[config.mk]
export PLATFORM = sky130hd
export DESIGN_NAME = expert_lookup_lru_cache
export DESIGN_NICKNAME = d
export VERILOG_FILES = /design/src/hw/rtl/elc_pkg.sv /design/src/hw/rtl/expert_lookup_lru_cache.sv /design/src/hw/rtl/elc_ram.sv
export SDC_FILE = /design/constraint.sdc
export NUM_CORES = 1
export LEC_CHECK = 0
export ABC_CLOCK_PERIOD_IN_PS = 12600
export BUFFER_PORTS_ARGS = -buffer_cell sky130_fd_sc_hd__buf_2
export CORE_MARGIN = 2
export CORE_UTILIZATION = 40
export DETAILED_ROUTE_END_ITERATION = 10
export REMOVE_ABC_BUFFERS = 1
export SLEW_MARGIN = 10
export SYNTH_ARGS = -nofsm -noshare
export SYNTH_HDL_FRONTEND = slang
export SYNTH_SLANG_ARGS = --single-unit
[constraint.sdc]
create_clock -name clk -period 12.6 [get_ports clk]
set_input_delay 0.63 -clock clk [delete_from_list [all_inputs] [get_ports clk]]
set_output_delay 0.63 -clock clk [all_outputs]
set_load 0.01 [all_outputs]
[src/hw/rtl/elc_pkg.sv]
// shared constants, register codes and state type for the expert lookup cache
package elc_pkg;

	localparam int ELC_CACHE_ENTRIES = 8;
	localparam int ELC_MAX_EXPERTS = 256;

	localparam int CFG_IDX_W = 2;
	localparam int CFG_DATA_W = 9;
	localparam int EXPERT_ID_W = 8;
	localparam int TOTAL_W = 32;

	localparam logic [8:0] EXPERT_COUNT_RST = 9'd8;
	localparam logic [3:0] CACHE_CAPACITY_RST = 4'd8;

	typedef enum logic [CFG_IDX_W-1:0] {
		CFG_EXPERT_COUNT = 2'd0,
		CFG_CACHE_CAPACITY = 2'd1
	} cfg_reg_t;

	typedef enum logic [1:0] {
		ST_IDLE,
		ST_SCAN,
		ST_UPDATE
	} state_t;

	typedef struct packed {
		logic in_ready;
		logic scan_issue;
		logic scan_last;
		logic commit;
	} ctrl_t;

endpackage

[src/hw/rtl/expert_lookup_lru_cache.sv]
// Fully associative LRU cache for expert ids. An item goes through an accept state
// (ST_IDLE), a scan state in which the tag RAM is read one entry a cycle through a single
// compare unit that looks for the match, the first free slot and the oldest entry, and an
// update state. An id at or above the expert count or MAX_EXPERTS skips the scan. The
// update state waits while the previous result is still held on the output. A new item
// is taken only in the idle state. Configuration is taken at any time
// (cfg_ready is always high) but is only meant to change while the block is idle.
module expert_lookup_lru_cache import elc_pkg::*; #(
	parameter int CACHE_ENTRIES = ELC_CACHE_ENTRIES,
	parameter int MAX_EXPERTS = ELC_MAX_EXPERTS
) (
	input  logic clk,
	input  logic arst_n,

	input  logic cfg_valid,
	output logic cfg_ready,
	input  logic [CFG_IDX_W-1:0] cfg_index,
	input  logic [CFG_DATA_W-1:0] cfg_data,

	input  logic in_valid,
	output logic in_ready,
	input  logic [EXPERT_ID_W-1:0] req_id,

	output logic out_valid,
	input  logic out_ready,
	output logic rejected,
	output logic hit,
	output logic evicted_valid,
	output logic [EXPERT_ID_W-1:0] evicted_id,
	output logic [TOTAL_W-1:0] hit_total,
	output logic [TOTAL_W-1:0] miss_total
);

	localparam int IDX_W = (CACHE_ENTRIES > 1) ? $clog2(CACHE_ENTRIES) : 1;
	localparam int CNT_W = $clog2(CACHE_ENTRIES + 1);
	localparam int CAP_W = (CNT_W > 4) ? CNT_W : 4;
	localparam int LIM_W = ($clog2(MAX_EXPERTS + 1) > CFG_DATA_W) ?
		$clog2(MAX_EXPERTS + 1) : CFG_DATA_W;

	state_t state_q, state_d;
	ctrl_t ctrl;

	logic [8:0] expert_count_q;
	logic [3:0] cache_capacity_q;

	logic [EXPERT_ID_W-1:0] id_q;
	logic rej_q;
	logic [CNT_W-1:0] scan_cnt_q;
	logic cmp_v_s1;
	logic [IDX_W-1:0] cmp_idx_s1;

	logic [CACHE_ENTRIES-1:0] valid_q;
	logic [IDX_W-1:0] rec_q [CACHE_ENTRIES];

	logic found_v_q;
	logic [IDX_W-1:0] found_idx_q;
	logic [IDX_W-1:0] found_rec_q;
	logic free_v_q;
	logic [IDX_W-1:0] free_idx_q;
	logic victim_v_q;
	logic [IDX_W-1:0] victim_idx_q;
	logic [IDX_W-1:0] victim_rec_q;
	logic [EXPERT_ID_W-1:0] victim_tag_q;
	logic [CNT_W-1:0] used_q;

	logic [TOTAL_W-1:0] hit_cnt_q, miss_cnt_q;

	logic out_valid_q;
	logic rejected_q, hit_q, evicted_valid_q;
	logic [EXPERT_ID_W-1:0] evicted_id_q;
	logic [TOTAL_W-1:0] hit_total_q, miss_total_q;

	logic in_acc;
	logic id_rej;
	logic [EXPERT_ID_W-1:0] tag_rd;
	logic ent_valid;
	logic [IDX_W-1:0] ent_rec;
	logic [CAP_W-1:0] cap_ext, cap_eff;
	logic use_free;
	logic [IDX_W-1:0] slot;
	logic do_hit, do_miss;
	logic [TOTAL_W-1:0] hit_cnt_d, miss_cnt_d;
	logic tag_wr_en;

	// configuration registers
	assign cfg_ready = 1'b1;

	always_ff @(posedge clk or negedge arst_n) begin
		if (!arst_n) begin
			expert_count_q <= EXPERT_COUNT_RST;
			cache_capacity_q <= CACHE_CAPACITY_RST;
		end else if (cfg_valid && cfg_ready) begin
			unique case (cfg_reg_t'(cfg_index))
				CFG_EXPERT_COUNT: begin
					expert_count_q <= cfg_data[8:0];
				end
				CFG_CACHE_CAPACITY: begin
					cache_capacity_q <= cfg_data[3:0];
				end
				default: begin
				end
			endcase
		end
	end

	// sequencer
	assign in_acc = in_valid && ctrl.in_ready;
	assign id_rej = (LIM_W'(req_id) >= LIM_W'(expert_count_q)) ||
		(LIM_W'(req_id) >= LIM_W'(MAX_EXPERTS));

	always_comb begin
		state_d = state_q;
		unique case (state_q)
			ST_IDLE: begin
				if (in_acc) begin
					state_d = id_rej ? ST_UPDATE : ST_SCAN;
				end
			end
			ST_SCAN: begin
				if (ctrl.scan_last) begin
					state_d = ST_UPDATE;
				end
			end
			ST_UPDATE: begin
				if (ctrl.commit) begin
					state_d = ST_IDLE;
				end
			end
			default: begin
				state_d = ST_IDLE;
			end
		endcase
	end

	always_comb begin
		ctrl = '0;
		unique case (state_q)
			ST_IDLE: begin
				ctrl.in_ready = 1'b1;
			end
			ST_SCAN: begin
				ctrl.scan_issue = scan_cnt_q < CNT_W'(CACHE_ENTRIES);
				ctrl.scan_last = scan_cnt_q == CNT_W'(CACHE_ENTRIES);
			end
			ST_UPDATE: begin
				ctrl.commit = !out_valid_q || out_ready;
			end
			default: begin
			end
		endcase
	end

	always_ff @(posedge clk or negedge arst_n) begin
		if (!arst_n) begin
			state_q <= ST_IDLE;
			scan_cnt_q <= '0;
			cmp_v_s1 <= 1'b0;
		end else begin
			state_q <= state_d;
			cmp_v_s1 <= ctrl.scan_issue;
			if (in_acc) begin
				scan_cnt_q <= '0;
			end else if (ctrl.scan_issue) begin
				scan_cnt_q <= scan_cnt_q + 1'b1;
			end
		end
	end

	always_ff @(posedge clk) begin
		if (in_acc) begin
			id_q <= req_id;
			rej_q <= id_rej;
		end
		cmp_idx_s1 <= scan_cnt_q[IDX_W-1:0];
	end

	// tag store
	elc_ram #(
		.WIDTH(EXPERT_ID_W),
		.DEPTH(CACHE_ENTRIES)
	) u_tag_ram (
		.clk(clk),
		.wr_en(tag_wr_en),
		.wr_addr(slot),
		.wr_data(id_q),
		.rd_addr(scan_cnt_q[IDX_W-1:0]),
		.rd_data(tag_rd)
	);

	// shared compare unit, one entry a cycle
	assign ent_valid = valid_q[cmp_idx_s1];
	assign ent_rec = rec_q[cmp_idx_s1];

	always_ff @(posedge clk or negedge arst_n) begin
		if (!arst_n) begin
			found_v_q <= 1'b0;
			free_v_q <= 1'b0;
			victim_v_q <= 1'b0;
			used_q <= '0;
		end else if (in_acc) begin
			found_v_q <= 1'b0;
			free_v_q <= 1'b0;
			victim_v_q <= 1'b0;
			used_q <= '0;
		end else if (cmp_v_s1) begin
			if (ent_valid) begin
				used_q <= used_q + 1'b1;
				if (!found_v_q && tag_rd == id_q) begin
					found_v_q <= 1'b1;
				end
				if (!victim_v_q || ent_rec > victim_rec_q) begin
					victim_v_q <= 1'b1;
				end
			end else if (!free_v_q) begin
				free_v_q <= 1'b1;
			end
		end
	end

	always_ff @(posedge clk) begin
		if (cmp_v_s1) begin
			if (ent_valid) begin
				if (!found_v_q && tag_rd == id_q) begin
					found_idx_q <= cmp_idx_s1;
					found_rec_q <= ent_rec;
				end
				if (!victim_v_q || ent_rec > victim_rec_q) begin
					victim_idx_q <= cmp_idx_s1;
					victim_rec_q <= ent_rec;
					victim_tag_q <= tag_rd;
				end
			end else if (!free_v_q) begin
				free_idx_q <= cmp_idx_s1;
			end
		end
	end

	// update step
	always_comb begin
		cap_ext = CAP_W'(cache_capacity_q);
		if (cap_ext == '0) begin
			cap_eff = CAP_W'(1);
		end else if (cap_ext > CAP_W'(CACHE_ENTRIES)) begin
			cap_eff = CAP_W'(CACHE_ENTRIES);
		end else begin
			cap_eff = cap_ext;
		end
	end

	assign use_free = free_v_q && (CAP_W'(used_q) < cap_eff);
	assign slot = use_free ? free_idx_q : victim_idx_q;
	assign do_hit = ctrl.commit && !rej_q && found_v_q;
	assign do_miss = ctrl.commit && !rej_q && !found_v_q;
	assign tag_wr_en = do_miss;
	assign hit_cnt_d = hit_cnt_q + TOTAL_W'(do_hit);
	assign miss_cnt_d = miss_cnt_q + TOTAL_W'(do_miss);

	always_ff @(posedge clk or negedge arst_n) begin
		if (!arst_n) begin
			valid_q <= '0;
			hit_cnt_q <= '0;
			miss_cnt_q <= '0;
		end else begin
			hit_cnt_q <= hit_cnt_d;
			miss_cnt_q <= miss_cnt_d;
			if (do_miss) begin
				valid_q[slot] <= 1'b1;
			end
		end
	end

	always_ff @(posedge clk) begin
		for (int i = 0; i < CACHE_ENTRIES; i++) begin
			if (do_hit) begin
				if (IDX_W'(i) == found_idx_q) begin
					rec_q[i] <= '0;
				end else if (valid_q[i] && rec_q[i] < found_rec_q) begin
					rec_q[i] <= rec_q[i] + 1'b1;
				end
			end else if (do_miss) begin
				if (IDX_W'(i) == slot) begin
					rec_q[i] <= '0;
				end else if (valid_q[i]) begin
					rec_q[i] <= rec_q[i] + 1'b1;
				end
			end
		end
	end

	// output register
	always_ff @(posedge clk or negedge arst_n) begin
		if (!arst_n) begin
			out_valid_q <= 1'b0;
		end else if (ctrl.commit) begin
			out_valid_q <= 1'b1;
		end else if (out_ready) begin
			out_valid_q <= 1'b0;
		end
	end

	always_ff @(posedge clk) begin
		if (ctrl.commit) begin
			rejected_q <= rej_q;
			hit_q <= do_hit;
			evicted_valid_q <= do_miss && !use_free;
			evicted_id_q <= (do_miss && !use_free) ? victim_tag_q : '0;
			hit_total_q <= hit_cnt_d;
			miss_total_q <= miss_cnt_d;
		end
	end

	assign in_ready = ctrl.in_ready;
	assign out_valid = out_valid_q;
	assign rejected = rejected_q;
	assign hit = hit_q;
	assign evicted_valid = evicted_valid_q;
	assign evicted_id = evicted_id_q;
	assign hit_total = hit_total_q;
	assign miss_total = miss_total_q;

endmodule

[src/hw/rtl/elc_ram.sv]
// generic single write port ram with registered read
module elc_ram #(
	parameter int WIDTH = 8,
	parameter int DEPTH = 8
) (
	input  logic clk,
	input  logic wr_en,
	input  logic [((DEPTH > 1) ? $clog2(DEPTH) : 1)-1:0] wr_addr,
	input  logic [WIDTH-1:0] wr_data,
	input  logic [((DEPTH > 1) ? $clog2(DEPTH) : 1)-1:0] rd_addr,
	output logic [WIDTH-1:0] rd_data
);

	logic [WIDTH-1:0] mem_q [DEPTH];
	logic [WIDTH-1:0] rd_data_q;

	always_ff @(posedge clk) begin
		if (wr_en) begin
			mem_q[wr_addr] <= wr_data;
		end
		rd_data_q <= mem_q[rd_addr];
	end

	assign rd_data = rd_data_q;

endmodule

==> results.env <==
WORSTREGTOREGCELLS=8
TRACK_USAGE=0.1505
H-TREE-DEPTH=1
FIN_SKEW_NS=0.008209
PIN_COUNT=102
TOTALNEGATIVESETUPSLACK_NS=0
TIMING.FINAL.SETUP_VIOLATIONS=0
GRT_MAX_DEGREE=76
POST_ROUTE_CELLS_DRIVE_ABOVE_1_SHARE=0.2257
CTS.SINKS=306
WIRELENGTH_MM=24.72
ROUTE.VIAS.TOTAL=7229
CTS.HOLD.BUFFERS_ADDED=0
POST_CTS.REPAIR.SETUP_BUFFERS=0
CRITICAL_PATH_BUF_INV_COUNT=1
ANTENNA_LEFT=0
STATUS='completed'
CTS-ROOT-BUF='sky130_fd_sc_hd__clkbuf_16'
FIN_CRIT_NS=3.156
SYNTH_ENABLE_FLOP_CELLS=195
INITIAL_UTILIZATION=0.4059
RSZ_0062_RAISED_AFTER_GLOBAL_ROUTING='false'
CHIPWIDTH_UM=182.7
SYN_AREA_PER_CELL_SQ_UM=14.75
MAX_CAP_VIOL_COUNT=0
GRT_PASS1_WL_MM=39.79
DETAILEDROUTE.FIRSTITERATIONVIOLATIONS=474
NETLIST_INSTANCES=866
DETAILED_PLACE_HPWL_MM=16.80
YOSYS.CELL_TYPES.COUNT=57
COMMONEST_CELLS_AFTER_ROUTING_FILL_AND_TAPS_ASIDE='sky130_fd_sc_hd__edfxtp_1 (195), sky130_fd_sc_hd__buf_2 (99), sky130_fd_sc_hd__dfrtp_1 (98)'
CRIT-REG2REG-LAUNCH='cmp_idx_s1[0]'
MOSTFREQUENTLAYOUTCELL='sky130_fd_sc_hd__edfxtp_1'
CRITICAL_PATH.ENDPOINT='victim_tag_q[3]'
CRITPATHMAXSTAGEDELAY_NS=0.71
AREA_GROWTH_SYN_TO_LAYOUT_PCT=16.62
FINAL_MIN_PERIOD_OVER_CLOCK_PERIOD=0.2505
SYNTH-SEQ-CELLS=306
CRITPATHARRIVALTIME_NS=3.42
CRITICAL_PATH_DEPTH=8
FP.DIEAREA_SQ_UM=33380
CELL_AREA_SYNTH_SQ_UM=12770
CRIT_START='cmp_idx_s1[0]'
GLOBALPLACE.CONGESTION=0.7975
DRT-VIAS-PER-INSTANCE=5.087
FIRSTDRTPASSITERS=5
FINAL_NETS=1063
CRIT_REQUIRED_NS=12.86
PRECTSSETUPSLACK_NS=9.301
TIMING.SETUP.CRITICAL_PATH_CLASS='flop to flop'
END_KIND='flop'
YOSYSWARNINGS=0
POSTSYNTH.TOPFLOPCELL='sky130_fd_sc_hd__edfxtp_1'
POST-ROUTE-DRC-COUNT=0
CTS-BUFFERS-INSERTED=31
WORSTSETUPSTARTPOINTTYPE='flop'
SLOWEST_STAGE='sky130_fd_sc_hd__dfxtp_1'
CLOCK.FMAX_MHz=316.8
NUMBER_OF_GLOBAL_ROUTE_VIAS_BEFORE_REPAIR=7309
PLACEMENT_ROWS=65
FLOORPLAN.DIE.HEIGHT_UM=182.7
ROUTED_WIRE_LENGTH_PER_INSTANCE_UM=17.39
MAXIMUM_COUNT_OF_CLOCK_BUFFERS_ALONG_A_SINGLE_PATH=3
MAXSLEWHEADROOM=0.3077
TIMING.REG2REG.SETUP_SLACK_NS=9.44
CTSRESIZECOUNT=0
TIGHTEST_SLEW_NS=1.038
CTS.REPORTEDPATHS.CLKPINSLEW_NS=0.07
TRITONCTS='built'
ANTENNADIODECOUNT=0
FINAL_MAX_SLEW_VIOL_COUNT=0
YS_SEQ_AREA_FRAC=0.6717
WORST_PATH_DOMINANT_CELL_FAMILY='multiplexers'
CLOCK_LATENCY_NS=0.57
GLOBAL_ROUTE.OVERFLOW_TOTAL=0
NUMPORTBUFFERS=100
CRITICAL_REGISTER_TO_REGISTER_PATH_ENDPOINT='victim_tag_q[3]'
CORE_AREA_SQ_UM=31470
LAYOUT.FILLER_CELLS=2787
FINALHOLDVIOLCOUNT=0
SYNTH_ASYNC_SR_FLOP_SHARE=0.3268
FINALWORSTSETUPSLACK_NS=9.444
MAX-VDD-IR-DROP_mV=0.1172
PWRDENS_nW_PER_UM2=174.5
CELLLEAKAGEPOWER_nW=5.984
CP_MAX_FO=11
NUMBER_OF_ANTENNA_VIOLATIONS_AT_THE_FIRST_CHECK_IN_GLOBAL_ROUTING=0
MIN_PATH_TYPE='primary input to async pin'
TIMING.CRITICAL_PATH.CELLS='mux4_2 > mux2_2 > ha_1 > nor2b_1 > o21a_1 > o21ai_0 > a21oi_1 > buf_4'
worst min path at each step:
stage | startpoint | to | slack, ns | cells past startpoint
after floorplan | arst_n | cache_capacity_q[0] | 0.33 | 0
after global placement | u_tag_ram.rd_data[0] | victim_tag_q[0] | 0.44 | 0
after detailed placement | u_tag_ram.rd_data[5] | victim_tag_q[5] | 0.44 | 0
after CTS | arst_n | miss_cnt_q[7] | 0.09 | 1
after global routing | arst_n | miss_cnt_q[11] | 0.12 | 1
final | arst_n | miss_cnt_q[11] | 0.08 | 1
synthesized netlist by cell type (all sizes together), types with 11 or more instances:
cell	count	area share
nand3	44	0.017
mux4	24	0.042
dfxtp	11	0.017
a21oi	13	0.0051
nand4	13	0.0064
and3	24	0.012
nor3	31	0.012
edfxtp	195	0.46
nand2b	11	0.0054
dfrtp	98	0.19
nor2	38	0.011
nand2	55	0.017
mux2	16	0.014
buf	11	0.0054
o21ai	24	0.0094
xnor2	50	0.034
xor2	31	0.021
inv	37	0.011
ha	45	0.044
logic make-up after synthesis:
family | after synthesis | share of synthesized area
AO/OA/AOI/OAI | 56 | 0.02664
XOR/XNOR | 81 | 0.05553
adder cells (fa/ha/maj) | 45 | 0.04407
buffers and inverters | 55 | 0.01832
flip-flops | 306 | 0.6717
multiplexers | 50 | 0.06768
other | 1 | 0.0002935
AND/OR/NAND/NOR | 272 | 0.1158
registers in the layout, indices dropped and copies added, names as in the netlist, 9 cells and up:
| register | cells |
|---|---|
| miss_cnt_q | 32 |
| miss_total | 32 |
| rec_q | 24 |
| hit_cnt_q | 32 |
| u_tag_ram.mem_q | 64 |
| hit_total | 32 |
| expert_count_q | 9 |
through the flow:
stage          utilization  total power (W)  hold slack [ns]  instance area (sq um)  instances
3_5_place_dp        0.4382         0.001648           0.4384                  13790       1363
4_1_cts             0.4733         0.002631          0.09129                  14900       1421
5_1_grt             0.4733         0.002712           0.1227                  14900       1421
6_report            0.4733         0.002599          0.07809                  14900       1421
2_1_floorplan            -         0.001523           0.3344                  12680        848
3_3_place_gp        0.4382         0.001644           0.4355                  13790       1363
layout make-up:
| type | count | area [sq um] | share of cell area |
|---|---|---|---|
| Multi-Input combinational cell | 505 | 3968 | 0.2663 |
| Inverter | 37 | 138.9 | 0.009322 |
| Clock inverter | 22 | 261.5 | 0.01755 |
| Timing Repair Buffer | 113 | 600.6 | 0.04031 |
| Sequential cell | 306 | 8581 | 0.5760 |
| Tap cell | 402 | 503.0 | 0.03376 |
| Clock buffer | 36 | 845.8 | 0.05677 |
worst reg2reg max path, stage by stage, from the launching register on:
cell	delay, ns
sky130_fd_sc_hd__dfxtp_1	0.71
sky130_fd_sc_hd__mux4_2	0.58
sky130_fd_sc_hd__mux2_2	0.31
sky130_fd_sc_hd__ha_1	0.29
sky130_fd_sc_hd__nor2b_1	0.14
sky130_fd_sc_hd__o21a_1	0.11
sky130_fd_sc_hd__o21ai_0	0.09
sky130_fd_sc_hd__a21oi_1	0.35
sky130_fd_sc_hd__buf_4	0.29
where the power goes:
part           internal, W  switching (W)  total (W)
clock network     0.000585       0.000391   0.000977
registers          0.00119       0.000104    0.00129
logic             0.000166       0.000166   0.000333
total              0.00194       0.000662    0.00260
routing by layer:
layer  share of wire  GRT usage  wire length (um)
met1            0.48     0.2132             11750
met2            0.45     0.2411             11170
met3           0.053    0.03013              1312
met4           0.020    0.03355               485
met5               0          0                 0
No activity file was read; power rests on OpenSTA's default activity.
